### src/rtl/mbrr_pkg.sv
// Shared types, codes and the CRC byte update for the response receiver.
// Has no dependencies; every other file of the block imports it.
package mbrr_pkg;

  localparam int BufferBytesDef = 64;
  localparam int FrameLenW      = 9;
  localparam int CfgIdxW        = 2;
  localparam int CfgDataW       = 8;

  // Input kinds carried in the stream user bit.
  localparam logic OpByte    = 1'b0;
  localparam logic OpTimeout = 1'b1;

  // Result kinds.
  localparam logic KindRead  = 1'b0;
  localparam logic KindWrite = 1'b1;

  // Configuration register indexes.
  localparam logic [CfgIdxW-1:0] CfgSlaveAddr = 2'd0;
  localparam logic [CfgIdxW-1:0] CfgExpFunc   = 2'd1;
  localparam logic [CfgIdxW-1:0] CfgReqRegs   = 2'd2;

  // Modbus function codes.
  localparam logic [7:0] FuncRead       = 8'h03;
  localparam logic [7:0] FuncWriteMulti = 8'h10;

  localparam logic [15:0] CrcInit = 16'hFFFF;
  localparam logic [15:0] CrcPoly = 16'hA001;

  typedef struct packed {
    logic [7:0] slave_addr;
    logic [7:0] exp_func;
    logic [6:0] req_regs;
  } cfg_t;

  typedef struct packed {
    logic        frame_good;
    logic        frame_kind;
    logic [15:0] attr_max;
    logic [15:0] attr_min;
    logic [15:0] attr_decimal;
  } res_t;

  // Reflected CRC-16/Modbus update over one byte, low bit first.
  function automatic logic [15:0] crc_byte(input logic [15:0] crc_in, input logic [7:0] b);
    logic [15:0] c;
    c = crc_in ^ {8'h00, b};
    for (int k = 0; k < 8; k++) begin
      if (c[0]) begin
        c = (c >> 1) ^ CrcPoly;
      end else begin
        c = c >> 1;
      end
    end
    return c;
  endfunction

endpackage

### src/rtl/mbrr_frame_ctrl.sv
// Frame tracking state of the response receiver: position, length, CRC and
// attribute bytes, updated once per accepted word. Depends on mbrr_pkg.
module mbrr_frame_ctrl #(
  parameter int BUFFER_BYTES = mbrr_pkg::BufferBytesDef
) (
  input  logic               clk_i,
  input  logic               rst_ni,
  input  mbrr_pkg::cfg_t     cfg_i,
  input  logic               fire_i,
  input  logic               opcode_i,
  input  logic [7:0]         rx_byte_i,
  output mbrr_pkg::res_t     res_o
);
  import mbrr_pkg::*;

  localparam int PosW = $clog2(BUFFER_BYTES + 1);
  localparam int CmpW = ((PosW > FrameLenW) ? PosW : FrameLenW) + 1;

  logic [PosW-1:0]      pos_q, pos_d;
  logic [FrameLenW-1:0] flen_q, flen_d;
  logic [15:0]          crc_q, crc_d;
  logic [7:0]           rfunc_q, rfunc_d;
  logic [7:0]           attr_q [6];
  logic [7:0]           attr_d [6];

  always_comb begin
    logic [PosW-1:0] p;
    logic [CmpW-1:0] pinc;
    logic [CmpW-1:0] flen_ext;
    logic            good;
    logic            kind;
    p        = '0;
    pinc     = '0;
    flen_ext = '0;
    good     = 1'b0;
    kind     = KindRead;
    pos_d    = pos_q;
    flen_d   = flen_q;
    crc_d    = crc_q;
    rfunc_d  = rfunc_q;
    attr_d   = attr_q;
    if (opcode_i == OpTimeout) begin
      pos_d  = '0;
      flen_d = '0;
    end else begin
      // A position at the buffer end starts over with this byte.
      p        = (pos_q >= PosW'(BUFFER_BYTES)) ? '0 : pos_q;
      crc_d    = crc_byte((p == '0) ? CrcInit : crc_q, rx_byte_i);
      rfunc_d  = (p == PosW'(1)) ? rx_byte_i : rfunc_q;
      for (int i = 0; i < 6; i++) begin
        if (p == PosW'(5 + i)) begin
          attr_d[i] = rx_byte_i;
        end
      end
      pinc     = CmpW'(p) + CmpW'(1);
      flen_ext = CmpW'(flen_q);
      priority if (p == '0) begin
        pos_d = (rx_byte_i == cfg_i.slave_addr) ? PosW'(1) : '0;
      end else if (p == PosW'(1)) begin
        pos_d = (rx_byte_i == cfg_i.exp_func) ? PosW'(2) : '0;
      end else if (rfunc_d == FuncWriteMulti) begin
        if (p <= PosW'(6)) begin
          pos_d = PosW'(pinc);
        end else if (p == PosW'(7)) begin
          good  = 1'b1;
          kind  = KindWrite;
          pos_d = '0;
        end else begin
          pos_d = '0;
        end
      end else if (rfunc_d == FuncRead) begin
        if (p == PosW'(2)) begin
          if (rx_byte_i == {cfg_i.req_regs, 1'b0}) begin
            pos_d  = PosW'(3);
            flen_d = FrameLenW'(rx_byte_i) + FrameLenW'(5);
          end else begin
            pos_d = '0;
          end
        end else if (pinc == flen_ext) begin
          if (crc_d == 16'h0000) begin
            good  = 1'b1;
            pos_d = PosW'(pinc);
          end else begin
            pos_d = '0;
          end
        end else if (pinc > flen_ext + CmpW'(1)) begin
          pos_d = '0;
        end else begin
          // Also covers the byte that lingers one past a good read frame.
          pos_d = PosW'(pinc);
        end
      end else begin
        pos_d = '0;
      end
    end
    res_o = '0;
    if (good) begin
      res_o.frame_good   = 1'b1;
      res_o.frame_kind   = kind;
      res_o.attr_max     = {attr_d[0], attr_d[1]};
      res_o.attr_min     = {attr_d[2], attr_d[3]};
      res_o.attr_decimal = {attr_d[4], attr_d[5]};
    end
  end

  always_ff @(posedge clk_i or negedge rst_ni) begin
    if (!rst_ni) begin
      pos_q   <= '0;
      flen_q  <= '0;
      crc_q   <= CrcInit;
      rfunc_q <= '0;
      for (int i = 0; i < 6; i++) begin
        attr_q[i] <= '0;
      end
    end else if (fire_i) begin
      pos_q   <= pos_d;
      flen_q  <= flen_d;
      crc_q   <= crc_d;
      rfunc_q <= rfunc_d;
      attr_q  <= attr_d;
    end
  end

  a_timeout_clears: assert property (@(posedge clk_i) disable iff (!rst_ni)
    fire_i && (opcode_i == OpTimeout) |=> (pos_q == '0) && (flen_q == '0))
    else $error("position not cleared after idle timeout");

  a_pos_bound: assert property (@(posedge clk_i) disable iff (!rst_ni)
    pos_q <= PosW'(BUFFER_BYTES))
    else $error("position beyond buffer end");

  a_good_read_crc: assert property (@(posedge clk_i) disable iff (!rst_ni)
    fire_i && res_o.frame_good && (res_o.frame_kind == KindRead) |-> (crc_d == 16'h0000))
    else $error("read frame reported good with non-zero CRC residue");

endmodule

### src/rtl/mbrr_out_reg.sv
// Output register of the response receiver: holds one result word and
// drives the stream ready of the input side. Depends on mbrr_pkg.
module mbrr_out_reg (
  input  logic           clk_i,
  input  logic           rst_ni,
  input  logic           in_valid_i,
  output logic           in_ready_o,
  input  mbrr_pkg::res_t res_i,
  output logic           out_valid_o,
  input  logic           out_ready_i,
  output mbrr_pkg::res_t res_o
);
  import mbrr_pkg::*;

  logic valid_q;
  res_t res_q;
  logic fire;

  assign in_ready_o  = !valid_q || out_ready_i;
  assign fire        = in_valid_i && in_ready_o;
  assign out_valid_o = valid_q;
  assign res_o       = res_q;

  always_ff @(posedge clk_i or negedge rst_ni) begin
    if (!rst_ni) begin
      valid_q <= 1'b0;
    end else if (in_ready_o) begin
      valid_q <= in_valid_i;
    end
  end

  always_ff @(posedge clk_i) begin
    if (fire) begin
      res_q <= res_i;
    end
  end

  a_stall_only_when_full: assert property (@(posedge clk_i) disable iff (!rst_ni)
    !in_ready_o |-> valid_q)
    else $error("input stalled with empty output register");

  a_drain_empties: assert property (@(posedge clk_i) disable iff (!rst_ni)
    valid_q && out_ready_i && !in_valid_i |=> !valid_q)
    else $error("output register did not empty after delivery");

  a_bad_frame_zero: assert property (@(posedge clk_i) disable iff (!rst_ni)
    valid_q && !res_q.frame_good |-> (res_q.frame_kind == KindRead) &&
      (res_q.attr_max == '0) && (res_q.attr_min == '0) && (res_q.attr_decimal == '0))
    else $error("non-frame result carries non-zero fields");

endmodule

### src/rtl/modbus_response_receiver.sv
// Top level of the Modbus RTU response receiver: configuration registers,
// frame tracking and output register. Depends on mbrr_pkg, mbrr_frame_ctrl
// and mbrr_out_reg.
//
//  Channel   Direction  Handshake                      Contents
//  s_axis    in         s_axis_tvalid / s_axis_tready  tdata rx_byte, tuser opcode
//  m_axis    out        m_axis_tvalid / m_axis_tready  tdata attributes, tuser flags
//  cfg       in         cfg_we_i (no back-pressure)    cfg_idx_i, cfg_wdata_i
//
// For an accepted word, the CRC byte update, the frame position decision and
// the attribute capture all sit between the state registers and the output
// register, and the result is visible the cycle after acceptance. A new word
// is taken in every cycle while the result word is taken or the output
// register is empty. Reset is asynchronous and active low; it clears the
// frame state and empties the output register.
// A stall on the master side holds the result and stalls the slave side.
module modbus_response_receiver #(
  parameter int BUFFER_BYTES = mbrr_pkg::BufferBytesDef
) (
  input  logic                         clk_i,
  input  logic                         rst_ni,
  input  logic                         s_axis_tvalid,
  output logic                         s_axis_tready,
  input  logic [7:0]                   s_axis_tdata,   // [7:0] rx_byte
  input  logic                         s_axis_tuser,   // [0] opcode
  output logic                         m_axis_tvalid,
  input  logic                         m_axis_tready,
  // [15:0] attr_max, [31:16] attr_min, [47:32] attr_decimal
  output logic [47:0]                  m_axis_tdata,
  output logic [1:0]                   m_axis_tuser,   // [0] frame_good, [1] frame_kind
  input  logic                         cfg_we_i,
  input  logic [mbrr_pkg::CfgIdxW-1:0] cfg_idx_i,
  input  logic [mbrr_pkg::CfgDataW-1:0] cfg_wdata_i
);
  import mbrr_pkg::*;

  cfg_t cfg_q;
  res_t res_next;
  res_t res_out;
  logic fire;

  // Configuration is to be written by the user only between exchanges; the block
  // does not enforce it. An index beyond the register list is ignored.
  always_ff @(posedge clk_i or negedge rst_ni) begin
    if (!rst_ni) begin
      cfg_q.slave_addr <= 8'h00;
      cfg_q.exp_func   <= FuncRead;
      cfg_q.req_regs   <= 7'd3;
    end else if (cfg_we_i) begin
      unique case (cfg_idx_i)
        CfgSlaveAddr: cfg_q.slave_addr <= cfg_wdata_i;
        CfgExpFunc:   cfg_q.exp_func   <= cfg_wdata_i;
        CfgReqRegs:   cfg_q.req_regs   <= cfg_wdata_i[6:0];
        default: begin
        end
      endcase
    end
  end

  // A word is accepted when the output register can take its result.
  assign fire = s_axis_tvalid && s_axis_tready;

  mbrr_frame_ctrl #(
    .BUFFER_BYTES(BUFFER_BYTES)
  ) u_frame_ctrl (
    .clk_i    (clk_i),
    .rst_ni   (rst_ni),
    .cfg_i    (cfg_q),
    .fire_i   (fire),
    .opcode_i (s_axis_tuser),
    .rx_byte_i(s_axis_tdata),
    .res_o    (res_next)
  );

  // One result word per accepted input word, timeouts included.
  mbrr_out_reg u_out_reg (
    .clk_i      (clk_i),
    .rst_ni     (rst_ni),
    .in_valid_i (s_axis_tvalid),
    .in_ready_o (s_axis_tready),
    .res_i      (res_next),
    .out_valid_o(m_axis_tvalid),
    .out_ready_i(m_axis_tready),
    .res_o      (res_out)
  );

  assign m_axis_tdata = {res_out.attr_decimal, res_out.attr_min, res_out.attr_max};
  assign m_axis_tuser = {res_out.frame_kind, res_out.frame_good};

endmodule

### config.mk
export PLATFORM = sky130hd
export DESIGN_NAME = modbus_response_receiver
export DESIGN_NICKNAME = d
export VERILOG_FILES = /design/src/rtl/mbrr_pkg.sv /design/src/rtl/mbrr_frame_ctrl.sv /design/src/rtl/mbrr_out_reg.sv /design/src/rtl/modbus_response_receiver.sv
export SDC_FILE = /design/constraint.sdc
export NUM_CORES = 1
export LEC_CHECK = 0
export BUFFER_PORTS_ARGS = -buffer_cell sky130_fd_sc_hd__buf_2
export CORE_MARGIN = 4
export CORE_UTILIZATION = 65
export DETAILED_ROUTE_END_ITERATION = 16
export GPL_TIMING_DRIVEN = 1
export PLACE_DENSITY = 0.86
export SLEW_MARGIN = 20
export SYNTH_ARGS = -nofsm -noshare
export SYNTH_HDL_FRONTEND = slang
export SYNTH_SLANG_ARGS = --single-unit
### constraint.sdc
create_clock -name clk_i -period 9.2 [get_ports clk_i]
set_clock_uncertainty 0.2 [all_clocks]
set_input_delay 1.84 -clock clk_i [delete_from_list [all_inputs] [get_ports clk_i]]
set_output_delay 1.84 -clock clk_i [all_outputs]
set_load 0.1 [all_outputs]
==> out/qor.json, run 1 <==
{
  "status": {
    "run_status": "complete, no violations"
  },
  "pwr": {
    "powerDensity_nw_per_um2": 189,
    "cell_leakage_power_nw": 3.85,
    "final_total_pwr_mw": 1.78,
    "vdd.ir_drop.worst_v": 0.000176
  },
  "setup_path": {
    "crit_path_cells": "buf_2 > xor2_2 > xnor3_1 > xnor2_1 > xnor2_1 > ha_1 > or4b_1 > or3_1 > nor4_1 > nand4_1 > a311o_1 > o21ai_1 > a22o_1",
    "worstPathMaxFanout": 24,
    "worst_setup_end_kind": "flop",
    "crit_path_launch_type": "input port",
    "worst_r2r_startpoint": "u_frame_ctrl.pos_q[6]",
    "worst_path_max_delay_cell": "sky130_fd_sc_hd__buf_2",
    "timing.critical_path.required_ns": 9.36,
    "crit_buf_inv": 1,
    "timing_worst_setup_path_type": "input port to flop",
    "cp_slowest_stage_delay_ns": 0.49,
    "worstSetupStartpoint": "s_axis_tdata[4]",
    "path_common_cell": "sky130_fd_sc_hd__xnor2_1",
    "cp.arrival_ns": 5.70,
    "critical_path.top_delay_family": "simple AND/OR/NAND/NOR gates"
  },
  "sta": {
    "setup_viol": 0,
    "post-route-min-period_ns": 5.54,
    "rsz0062_at_grt": "false",
    "final_hold_viol_count": 0,
    "fin_worst_hold_slack_ns": 0.279,
    "timing.slew.headroom_pct": 26.2,
    "maxClockFrequency_mhz": 180,
    "fin_ws_ns": 3.66,
    "fin_setup_tns_ns": 0,
    "timing.final.max_slew_violations": 0,
    "final_min_period_over_clock_period_pct": 60.3,
    "tightest_slew_ns": 1.11
  },
  "clock_network": {
    "post_cts_resized": 0,
    "clkTransAtPathRegs_ns": 0.06,
    "worst_skew_pair.late_latency_ns": 0.43,
    "cts_tree": "built",
    "cts_buffers": 17,
    "clock_path_buffers": 2,
    "cts_root_buf": "sky130_fd_sc_hd__clkbuf_16",
    "hold_buffers": 0,
    "htree_num_levels": 4,
    "postCtsSetupBuffers": 0,
    "clock_sinks": 162
  },
  "detailed_routing": {
    "totalWireLength_mm": 20.6,
    "dr.first_iter.drc_count": 959,
    "ant_nets": 0,
    "detailedRoute.firstPassIterationCount": 7,
    "detailed_route_via_count": 6438,
    "post_drt_via_cell_ratio": 6.36,
    "detail_route.wl_per_cell_um": 20.4,
    "remaining_drc_errors": 0
  },
  "yosys": {
    "synth_cell_type_count": 57,
    "synth_async_sr_flop_share_pct": 69.1,
    "synth-edff-count": 50,
    "postSynthNetCount": 819,
    "synthesis.instances": 780,
    "synth_ff_type": "sky130_fd_sc_hd__dfrtp_1",
    "synth.yosys.seq_area_share_pct": 51.3,
    "synthDominantAreaCellType": "sky130_fd_sc_hd__dfrtp_1",
    "syn_area_per_cell_um2": 10.8,
    "synth.cell_area_um2": 8440,
    "synthDominantCellAreaShare_pct": 27.3,
    "synth-seq-cells": 162,
    "cell_types_with_the_largest_area_share_after_synthesis": "sky130_fd_sc_hd__dfrtp_1 27%, sky130_fd_sc_hd__edfxtp_1 18%, sky130_fd_sc_hd__mux2_2 11%",
    "yosysWarningCount": 0
  },
  "worst_hold_path": {
    "hold_path_class": "flop to flop",
    "hp-start": "u_frame_ctrl.crc_q[15]"
  },
  "global_routing": {
    "grt_antenna_before_repair": 0,
    "use_met2_pct": 46.3,
    "gr-usage-met3_pct": 5.34,
    "first_global_vias": 6312,
    "grt_most_used_layer": "met2",
    "grt_start_max_net_pins": 60,
    "globalRouteTotalUtil_pct": 28.8,
    "use_met1_pct": 38.1,
    "globalRoute.totalOverflow": 0,
    "wire_length_of_the_first_global_routing_pass_mm": 32.9
  },
  "finish": {
    "areaGrowthSynthToFinish_pct": 11.9,
    "layout.core_utilization_pct": 74.5,
    "antenna_cells": 0,
    "post_route_cells_drive_above_1_share_pct": 26.4,
    "design.final.nets": 867,
    "finish.instance_area_um2": 9440,
    "post_layout_nonfiller_instances": 1013
  },
  "floorplan": {
    "fp.dieArea_um2": 14900,
    "core_area_um2": 12700,
    "dieWidth_um": 122,
    "floorplan.initialDensity_pct": 66.6,
    "floorplan.rows": 41,
    "die_h_um": 122,
    "pin_count": 76
  },
  "placed_design": {
    "preCtsSetupSlack_ns": 3.32,
    "placedCellCount": 981,
    "dp.final_hpwl_mm": 13.0,
    "globalplace.congestion": 0.933,
    "place.port_buffers": 75,
    "postPlaceCellArea_um2": 8890
  },
  "job": {
    "cap_violations": 0
  }
}
final cells by class:
class                      count  area, um2
clock buffer                  21        440
clock inverter                11        105
fill                         797       3230
inverter                       7       26.3
multi-input combinational    559       3900
sequential                   162       4330
tap                          172        215
timing repair buffer          81        423
layer usage:
| layer | up-vias | part of all wire (%) |
|---|---|---|
| met1 | 3137 | 39 |
| met2 | 377 | 49 |
| met5 | - | 0 |
| met4 | 0 | 3.1 |
| li1 | 2857 | - |
| met3 | 67 | 8.5 |
registers in the layout, summed over array words and instances, names as in the netlist:
signal / flops
cfg_q: 23
u_frame_ctrl.flen_q: 9
u_out_reg.out_valid_o: 1
u_frame_ctrl.rfunc_q: 8
u_out_reg.res_o: 50
u_frame_ctrl.attr_q: 48
u_frame_ctrl.crc_q: 16
u_frame_ctrl.pos_q: 7
Yosys cell counts, drive strengths merged (9+ instances only):
| cell | n |
|---|---|
| nor3 | 9 |
| a21oi | 60 |
| ha | 15 |
| mux2 | 83 |
| xor2 | 34 |
| nor4 | 17 |
| clkbuf | 42 |
| nor2 | 38 |
| xnor2 | 39 |
| edfxtp | 50 |
| dfrtp | 92 |
| o21ai | 16 |
| buf | 10 |
| dfstp | 20 |
| nand3 | 59 |
| nand2 | 99 |
where the power goes:
group	switching, mW	total (mW)	internal, mW	leakage, nW
combinational	0.185	0.278	0.0931	1.64
sequential	0.0374	0.839	0.801	1.95
clock	0.292	0.667	0.375	0.262
kinds of logic after synthesis:
kind of cell               after synthesis  synth area share (%)
and+or+nand+nor                        266                  15.2
DFF                                    162                  51.3
AOI/OAI and AO/OA                      113                  8.02
muxes                                   87                  11.6
xor gates and xnor gates                77                  8.85
buffers and inverters                   59                  2.82
adders and majority gates               15                  2.22
other                                    1                0.0444
final timing paths:
| check | slack (ns) | cells after the start | to |
|---|---|---|---|
| max | 3.66 | 13 | u_frame_ctrl.pos_q[6] |
| max in group asynchronous | 6.31 | 2 | u_frame_ctrl.attr_q[1] |
| max reg2reg | 4.44 | 13 | u_frame_ctrl.pos_q[6] |
| min | 0.28 | 2 | u_frame_ctrl.crc_q[15] |
| min reg2reg | 0.28 | 2 | u_frame_ctrl.crc_q[15] |
| min in group asynchronous | 1.27 | 1 | u_frame_ctrl.flen_q[6] |
cell usage in the layout, fill, tap and decap left out, types with 3 or more instances in the layout:
cell type,count
sky130_fd_sc_hd__a211oi_1,3
sky130_fd_sc_hd__a21oi_1,60
sky130_fd_sc_hd__a22o_1,7
sky130_fd_sc_hd__buf_2,74
sky130_fd_sc_hd__buf_4,7
sky130_fd_sc_hd__clkbuf_1,4
sky130_fd_sc_hd__clkbuf_16,17
sky130_fd_sc_hd__dfrtp_1,92
sky130_fd_sc_hd__dfstp_2,20
sky130_fd_sc_hd__edfxtp_1,50
sky130_fd_sc_hd__ha_1,15
sky130_fd_sc_hd__inv_1,6
sky130_fd_sc_hd__inv_6,3
sky130_fd_sc_hd__mux2_2,83
sky130_fd_sc_hd__mux2i_1,4
sky130_fd_sc_hd__nand2_1,99
sky130_fd_sc_hd__nand2b_1,8
sky130_fd_sc_hd__nand3_1,59
sky130_fd_sc_hd__nand3b_1,3
sky130_fd_sc_hd__nand4_1,6
sky130_fd_sc_hd__nor2_1,38
sky130_fd_sc_hd__nor2b_1,8
sky130_fd_sc_hd__nor3_1,9
sky130_fd_sc_hd__nor4_1,15
sky130_fd_sc_hd__o21a_1,4
sky130_fd_sc_hd__o21ai_0,13
sky130_fd_sc_hd__o21ai_1,3
sky130_fd_sc_hd__o31ai_1,8
sky130_fd_sc_hd__or2_2,3
sky130_fd_sc_hd__or3_1,4
sky130_fd_sc_hd__xnor2_1,38
sky130_fd_sc_hd__xor2_1,33
tightest hold or removal path: cells and delay by family (launching register included):
family	cells	cell delay, ns
simple gates	2	0.10
flops	1	0.37
(Power assumes the default switching activity.)
==> run 2: changes to the inputs <==
--- a/config.mk
+++ b/config.mk
@@ -7,10 +7,10 @@
 export LEC_CHECK = 0
 export BUFFER_PORTS_ARGS = -buffer_cell sky130_fd_sc_hd__buf_2
 export CORE_MARGIN = 4
-export CORE_UTILIZATION = 65
+export CORE_UTILIZATION = 60
 export DETAILED_ROUTE_END_ITERATION = 16
 export GPL_TIMING_DRIVEN = 1
-export PLACE_DENSITY = 0.86
+export PLACE_DENSITY = 0.8
 export SLEW_MARGIN = 20
 export SYNTH_ARGS = -nofsm -noshare
 export SYNTH_HDL_FRONTEND = slang
==> constraint.sdc (replaced) <==
create_clock -name clk_i -period 5.8 [get_ports clk_i]
set_clock_uncertainty 0.2 [all_clocks]
set_input_delay 1.16 -clock clk_i [delete_from_list [all_inputs] [get_ports clk_i]]
set_output_delay 1.16 -clock clk_i [all_outputs]
set_load 0.1 [all_outputs]
==> run 2 against run 1 <==
Net effect:
- cell count grew 1.7%
- sequential power up 59%
- routed wire length is 2.2% lower
- count of clock-buffer cells in the layout decreased by 3
- combinational power up 60%
- power grew 59%
- critical path type is now flop to flop
- largest power group unchanged
==> out/qor.json, run 2 (synthesis gave the netlist of run 1 again) <==
{
  "sta": {
    "tightest_slew_ns": 0.971,
    "setup_viol": 0,
    "rsz0062_at_grt": "false",
    "final_min_period_over_clock_period_pct": 80.8,
    "timing.slew.headroom_pct": 34.6,
    "final_hold_viol_count": 0,
    "fin_ws_ns": 1.11,
    "maxClockFrequency_mhz": 213,
    "timing.final.max_slew_violations": 0,
    "fin_worst_hold_slack_ns": 0.280,
    "post-route-min-period_ns": 4.69,
    "fin_setup_tns_ns": 0
  },
  "clock_network": {
    "hold_buffers": 0,
    "cts_buffers": 17,
    "cts_root_buf": "sky130_fd_sc_hd__clkbuf_16",
    "htree_num_levels": 4,
    "cts_tree": "built",
    "post_cts_resized": 0,
    "clock_sinks": 162,
    "clkTransAtPathRegs_ns": 0.06,
    "worst_skew_pair.late_latency_ns": 0.43,
    "clock_path_buffers": 2,
    "postCtsSetupBuffers": 0
  },
  "setup_path": {
    "critical_path.top_delay_family": "simple AND/OR/NAND/NOR gates",
    "worst_setup_end_kind": "flop",
    "cp.arrival_ns": 4.85,
    "crit_path_cells": "nand2b_1 > ha_1 > o21ai_1 > nand2_1 > xnor2_1 > ha_1 > or4b_1 > or3_1 > nor4_1 > nand4_1 > a311o_1 > o21ai_1 > a22o_1",
    "worstPathMaxFanout": 19,
    "crit_path_launch_type": "flop",
    "worst_path_max_delay_cell": "sky130_fd_sc_hd__dfrtp_1",
    "crit_buf_inv": 0,
    "timing_worst_setup_path_type": "flop to flop",
    "timing.critical_path.required_ns": 5.97,
    "cp_slowest_stage_delay_ns": 0.60
  },
  "pwr": {
    "vdd.ir_drop.worst_v": 0.000238,
    "net-switching-power_uw": 820,
    "swShare_pct": 28.9,
    "pwr-share-seq_pct": 46.7,
    "cell_leakage_power_nw": 3.90,
    "intPower_mw": 2.02,
    "power_frac_comb_pct": 15.7,
    "powerDensity_nw_per_um2": 298,
    "share_of_power_burned_in_the_clock_network_pct": 37.6
  },
  "worst_hold_path": {
    "hold_path_class": "flop to flop"
  },
  "floorplan": {
    "die_h_um": 127,
    "fp.dieArea_um2": 16000,
    "floorplan.rows": 43,
    "floorplan.initialDensity_pct": 61.0,
    "dieWidth_um": 127,
    "core_area_um2": 13800,
    "pin_count": 76
  },
  "detailed_routing": {
    "remaining_drc_errors": 0,
    "totalWireLength_mm": 20.2,
    "dr.first_iter.drc_count": 773,
    "detailedRoute.firstPassIterationCount": 5,
    "ant_nets": 0,
    "detailed_route_via_count": 6419,
    "post_drt_via_cell_ratio": 6.23,
    "detail_route.wl_per_cell_um": 19.6
  },
  "finish": {
    "layout.core_utilization_pct": 68.9,
    "largest_reg_flops": 50,
    "post_layout_nonfiller_instances": 1030,
    "antenna_cells": 0,
    "areaGrowthSynthToFinish_pct": 13.0,
    "fill_cells": 977,
    "design.final.nets": 876,
    "mostFrequentLayoutCell": "sky130_fd_sc_hd__nand2_1",
    "post_route_cells_drive_above_1_share_pct": 27.4,
    "layout.cells.most_common_list": "99 x sky130_fd_sc_hd__nand2_1, 92 x sky130_fd_sc_hd__dfrtp_1, 83 x sky130_fd_sc_hd__mux2_2"
  },
  "global_routing": {
    "grt_antenna_before_repair": 0,
    "wire_length_of_the_first_global_routing_pass_mm": 32.6,
    "grt_start_max_net_pins": 75,
    "first_global_vias": 6433,
    "globalRouteTotalUtil_pct": 25.5,
    "globalRoute.totalOverflow": 0
  },
  "status": {
    "run_status": "complete, no violations"
  },
  "placed_design": {
    "preCtsSetupSlack_ns": 1.04,
    "place.port_buffers": 75,
    "dp.final_hpwl_mm": 13.0,
    "globalplace.congestion": 0.930,
    "placedCellCount": 998
  },
  "job": {
    "cap_violations": 0
  }
}
-- run 2: changes by cell type in the layout (fill, tap and decap cells not counted) --
cell and change:
sky130_fd_sc_hd__inv_8 +1, sky130_fd_sc_hd__clkinv_4 +1, sky130_fd_sc_hd__clkbuf_1 -3, sky130_fd_sc_hd__buf_4 +9, sky130_fd_sc_hd__clkinv_1 +1
-- run 2: layout make-up --
class                           count  area, um2  area share [%]
Clock buffer                       18        429            4.50
Clock inverter                     14        129            1.35
Inverter                            7       26.3           0.276
Multi-Input combinational cell    559       3900            41.0
Sequential cell                   162       4330            45.4
Tap cell                          180        225            2.36
Timing Repair Buffer               90        490            5.15
-- run 2: stage by stage --
stage / power, mW / instance area [um2]
after detailed placement: 1.79 / 8970
after CTS: 2.85 / 9530
after floorplan: 1.68 / 8440
after global placement: 1.77 / 8970
after global routing: 2.94 / 9530
final: 2.84 / 9530
-- run 2: final timing paths --
| check | slack (ns) | endpoint | from | cells after the start |
|---|---|---|---|---|
| worst max-delay path | 1.11 | u_frame_ctrl.pos_q[4] | u_frame_ctrl.pos_q[6] | 13 |
| worst min-delay path | 0.28 | u_frame_ctrl.crc_q[15] | u_frame_ctrl.crc_q[15] | 2 |
| worst max register to register | 1.11 | u_frame_ctrl.pos_q[4] | u_frame_ctrl.pos_q[6] | 13 |
| worst min register to register | 0.28 | u_frame_ctrl.crc_q[15] | u_frame_ctrl.crc_q[15] | 2 |
| max in group asynchronous | 3.62 | cfg_q[1] | rst_ni | 2 |
| min in group asynchronous | 0.67 | u_frame_ctrl.attr_q[29] | rst_ni | 1 |
-- run 2: layer usage --
metal  vias to the layer above  GRT usage, %  routed length (um)
met2                       295          40.8                9930
li1                       2882             -                   -
met1                      3169          33.5                8210
met5                         -             0                   0
met3                        73          4.88                1420
met4                         0          12.7                 618
-- run 2: power groups by stage --
stage          clock [mW]  sequential [mW]  combinational (mW)
3_3_place_gp            0             1.34               0.428
5_1_grt              1.13             1.33               0.477
4_1_cts              1.08             1.32               0.445
6_report             1.07             1.33               0.446
3_5_place_dp            0             1.35               0.443
2_1_floorplan           0             1.43               0.241
-- run 2: worst reg2reg max path: stages (launching register included) --
cell                       delay [ns]
sky130_fd_sc_hd__dfrtp_1         0.60
sky130_fd_sc_hd__nand2b_1        0.30
sky130_fd_sc_hd__ha_1            0.40
sky130_fd_sc_hd__o21ai_1         0.52
sky130_fd_sc_hd__nand2_1         0.18
sky130_fd_sc_hd__xnor2_1         0.27
sky130_fd_sc_hd__ha_1            0.19
sky130_fd_sc_hd__or4b_1          0.41
sky130_fd_sc_hd__or3_1           0.31
sky130_fd_sc_hd__nor4_1          0.17
sky130_fd_sc_hd__nand4_1         0.12
sky130_fd_sc_hd__a311o_1         0.37
sky130_fd_sc_hd__o21ai_1         0.38
sky130_fd_sc_hd__a22o_1          0.19
==> run 3: changes to the inputs <==
--- a/config.mk
+++ b/config.mk
@@ -5,12 +5,13 @@
 export SDC_FILE = /design/constraint.sdc
 export NUM_CORES = 1
 export LEC_CHECK = 0
+export ABC_AREA = 1
 export BUFFER_PORTS_ARGS = -buffer_cell sky130_fd_sc_hd__buf_2
 export CORE_MARGIN = 4
-export CORE_UTILIZATION = 60
+export CORE_UTILIZATION = 54
 export DETAILED_ROUTE_END_ITERATION = 16
 export GPL_TIMING_DRIVEN = 1
-export PLACE_DENSITY = 0.8
+export PLACE_DENSITY = 0.76
 export SLEW_MARGIN = 20
 export SYNTH_ARGS = -nofsm -noshare
 export SYNTH_HDL_FRONTEND = slang
==> constraint.sdc (replaced) <==
create_clock -name clk_i -period 4.1 [get_ports clk_i]
set_clock_uncertainty 0.2 [all_clocks]
set_input_delay 0.82 -clock clk_i [delete_from_list [all_inputs] [get_ports clk_i]]
set_output_delay 0.82 -clock clk_i [all_outputs]
set_load 0.1 [all_outputs]
==> run 3 against run 2 <==
Net effect:
- cell count grew 21%
- sequential cell count did not move
- worst setup slack lost 0.86 ns
- register-to-register slack worse by 0.86 ns
- maximum frequency rose by 22%
==> out/qor.json, run 3 <==
{
  "pwr": {
    "cell_leakage_power_nw": 4.36,
    "powerDensity_nw_per_um2": 439,
    "vdd.ir_drop.worst_v": 0.000341,
    "final_total_pwr_mw": 4.20
  },
  "setup_path": {
    "r2r_setup_slack_ns": 0.25,
    "worstPathMaxFanout": 31,
    "regToRegEndpoint": "u_out_reg.res_o[10]",
    "worstSetupStartpoint": "u_frame_ctrl.pos_q[1]",
    "worst_r2r_startpoint": "u_frame_ctrl.pos_q[1]",
    "worstSetupEndpoint": "u_out_reg.res_o[10]",
    "worst_setup_end_kind": "flop",
    "timing_worst_setup_path_type": "flop to flop",
    "cp.arrival_ns": 3.82,
    "worst-r2r-cell-count": 24,
    "timing.critical_path.required_ns": 4.07,
    "crit_path_launch_type": "flop"
  },
  "yosys": {
    "yosysWarningCount": 0,
    "post-synth-top-count-cell": "sky130_fd_sc_hd__nand2_1",
    "synth-edff-count": 50,
    "syn_area_per_cell_um2": 8.48,
    "cell_types_with_the_largest_area_share_after_synthesis": "sky130_fd_sc_hd__dfrtp_1 28%, sky130_fd_sc_hd__edfxtp_1 18%, sky130_fd_sc_hd__nand2_1 11%",
    "synth.cells.most_frequent": "249 x sky130_fd_sc_hd__nand2_1, 119 x sky130_fd_sc_hd__nor2_1, 109 x sky130_fd_sc_hd__o21ai_0",
    "synthDominantCellAreaShare_pct": 27.9,
    "postSynthNetCount": 1014,
    "synth_ff_type": "sky130_fd_sc_hd__dfrtp_1",
    "synth_cell_type_count": 48,
    "synth.yosys.seq_area_share_pct": 52.4,
    "synth-seq-cells": 162,
    "synth_async_sr_flop_share_pct": 69.1,
    "synth.cell_area_um2": 8260,
    "synthDominantAreaCellType": "sky130_fd_sc_hd__dfrtp_1",
    "synthesis.instances": 975
  },
  "status": {
    "run_status": "complete, no violations"
  },
  "placed_design": {
    "place.port_buffers": 75,
    "dp.final_hpwl_mm": 14.0,
    "globalplace.congestion": 0.893
  },
  "detailed_routing": {
    "dr.first_iter.drc_count": 658,
    "post_drt_via_cell_ratio": 5.59,
    "detail_route.wl_per_cell_um": 16.1,
    "remaining_drc_errors": 0,
    "ant_nets": 0,
    "detailedRoute.firstPassIterationCount": 6,
    "detailed_route_via_count": 6965,
    "totalWireLength_mm": 20.1
  },
  "finish": {
    "design.final.nets": 1089,
    "layout.cells.most_common_list": "243 x sky130_fd_sc_hd__nand2_1, 117 x sky130_fd_sc_hd__nor2_1, 108 x sky130_fd_sc_hd__o21ai_0",
    "layout.core_utilization_pct": 64.8,
    "areaGrowthSynthToFinish_pct": 15.7,
    "post_route_cells_drive_above_1_share_pct": 19.0,
    "antenna_cells": 0,
    "mostFrequentLayoutCell": "sky130_fd_sc_hd__nand2_1",
    "largest_reg_flops": 50
  },
  "clock_network": {
    "clkTransAtPathRegs_ns": 0.07,
    "htree_num_levels": 4,
    "clock_path_buffers": 2,
    "cts_buffers": 17,
    "cts_root_buf": "sky130_fd_sc_hd__clkbuf_16",
    "worst_skew_pair.late_latency_ns": 0.42,
    "cts_tree": "built",
    "clock_sinks": 162,
    "hold_buffers": 0
  },
  "sta": {
    "setup_viol": 0,
    "timing.final.max_slew_violations": 0,
    "tightest_slew_ns": 0.747,
    "final_hold_viol_count": 0,
    "final_min_period_over_clock_period_pct": 93.9,
    "fin_setup_tns_ns": 0,
    "post-route-min-period_ns": 3.85,
    "maxClockFrequency_mhz": 260,
    "timing.slew.headroom_pct": 50.2
  },
  "global_routing": {
    "grt_antenna_before_repair": 0,
    "first_global_vias": 6572,
    "globalRoute.totalOverflow": 0,
    "wire_length_of_the_first_global_routing_pass_mm": 32.8,
    "grt_start_max_net_pins": 90,
    "globalRouteTotalUtil_pct": 23.2
  },
  "floorplan": {
    "floorplan.initialDensity_pct": 56.0,
    "die_h_um": 132,
    "fp.dieArea_um2": 17300,
    "pin_count": 76,
    "core_area_um2": 14800,
    "floorplan.rows": 44,
    "dieWidth_um": 132
  },
  "job": {
    "cap_violations": 0
  },
  "worst_hold_path": {
    "hold_path_class": "input port to asynchronous set/reset pin"
  }
}
## run 3: cell count changes in the layout (fill, tap and decap cells not counted), sizes merged, moves of 9 or more
cell | previous run | this run
nand3 | 59 | 43
nor2 | 38 | 130
nand2 | 99 | 254
inv | 12 | 72
buf | 90 | 99
xor2 | 34 | 22
mux2 | 83 | 0
o21ai | 16 | 117
nor4 | 17 | 5
xnor2 | 39 | 5
## run 3: critical path, stage by stage, from the launching register on
cell and delay [ns]:
sky130_fd_sc_hd__dfrtp_1 0.41, sky130_fd_sc_hd__inv_2 0.07, sky130_fd_sc_hd__nor2_4 0.13, sky130_fd_sc_hd__inv_2 0.07, sky130_fd_sc_hd__ha_4 0.17, sky130_fd_sc_hd__nand3_4 0.11
sky130_fd_sc_hd__buf_12 0.14, sky130_fd_sc_hd__nand2_1 0.07, sky130_fd_sc_hd__nand2_1 0.07, sky130_fd_sc_hd__nand2_1 0.11, sky130_fd_sc_hd__nand2_1 0.09, sky130_fd_sc_hd__nand2_1 0.07
sky130_fd_sc_hd__nand2_1 0.09, sky130_fd_sc_hd__nand2_1 0.05, sky130_fd_sc_hd__nand2_1 0.09, sky130_fd_sc_hd__nand2_2 0.08, sky130_fd_sc_hd__xor2_2 0.15, sky130_fd_sc_hd__ha_1 0.30
sky130_fd_sc_hd__inv_2 0.10, sky130_fd_sc_hd__buf_4 0.11, sky130_fd_sc_hd__nand3_1 0.14, sky130_fd_sc_hd__and2_4 0.22, sky130_fd_sc_hd__a31oi_4 0.22, sky130_fd_sc_hd__buf_12 0.25
sky130_fd_sc_hd__nor2_1 0.08
## run 3: how the worst min path moves through the flow
stage	start	depth (start not counted)	end	slack, ns
floorplan	u_frame_ctrl.rfunc_q[4]	2	u_frame_ctrl.rfunc_q[4]	0.25
global placement	u_frame_ctrl.rfunc_q[4]	2	u_frame_ctrl.rfunc_q[4]	0.26
detailed placement	u_frame_ctrl.rfunc_q[4]	2	u_frame_ctrl.rfunc_q[4]	0.27
CTS	rst_ni	1	u_frame_ctrl.flen_q[2]	0.22
global route	rst_ni	1	cfg_q[11]	0.25
finish	rst_ni	1	u_frame_ctrl.flen_q[1]	0.21
## run 3: area by class of cell
class	instances	area [um2]
multi-input combinational	695	3520
fill	1216	5190
timing repair buffer	100	621
inverter	74	285
clock inverter	15	155
clock buffer	17	425
sequential	162	4330
tap	184	230
## run 3: layer usage
metal,track usage [%],wire [um]
met5,0,0
met1,31.3,8800
met3,3.98,1110
met2,38.8,9850
met4,6.94,378
## run 3: stage by stage
stage                     std cells  area [um2]  hold WS, ns  setup slack (ns)
after floorplan                 975        8260        0.249             0.318
after global placement         1212        8870        0.262             0.207
after detailed placement       1212        8870        0.273            0.0185
after CTS                      1244        9450        0.220            0.0577
after global routing           1247        9560        0.255           -0.0751
final                          1247        9560        0.208             0.251
## run 3: what timing repair did
item | in CTS | in global routing
gates resized for setup | 1 | 21
hold endpoints to repair | 0 | 0
gates cloned | 0 | 1
pin swaps | 0 | 6
endpoints found under the setup margin | 5 | 56
setup buffers | 0 | 2
## run 3: logic make-up (layout without fill, tap and decap cells)
logic type / count (synthesis) / count (layout) / synth area share (%)
other: 1 / 1 / 0.0454
adder cells (fa/ha/maj): 15 / 15 / 2.27
buffers and inverters: 118 / 206 / 5.90
XOR/XNOR: 28 / 28 / 3.13
AND/OR/NAND/NOR: 463 / 463 / 24.1
AO/OA/AOI/OAI: 188 / 188 / 12.1
flip-flops: 162 / 162 / 52.4
## run 3: power by group
group / internal [mW] / switching, mW
Clock: 0.901 / 0.670
Sequential: 1.83 / 0.0784
Combinational: 0.189 / 0.527
Total: 2.92 / 1.28
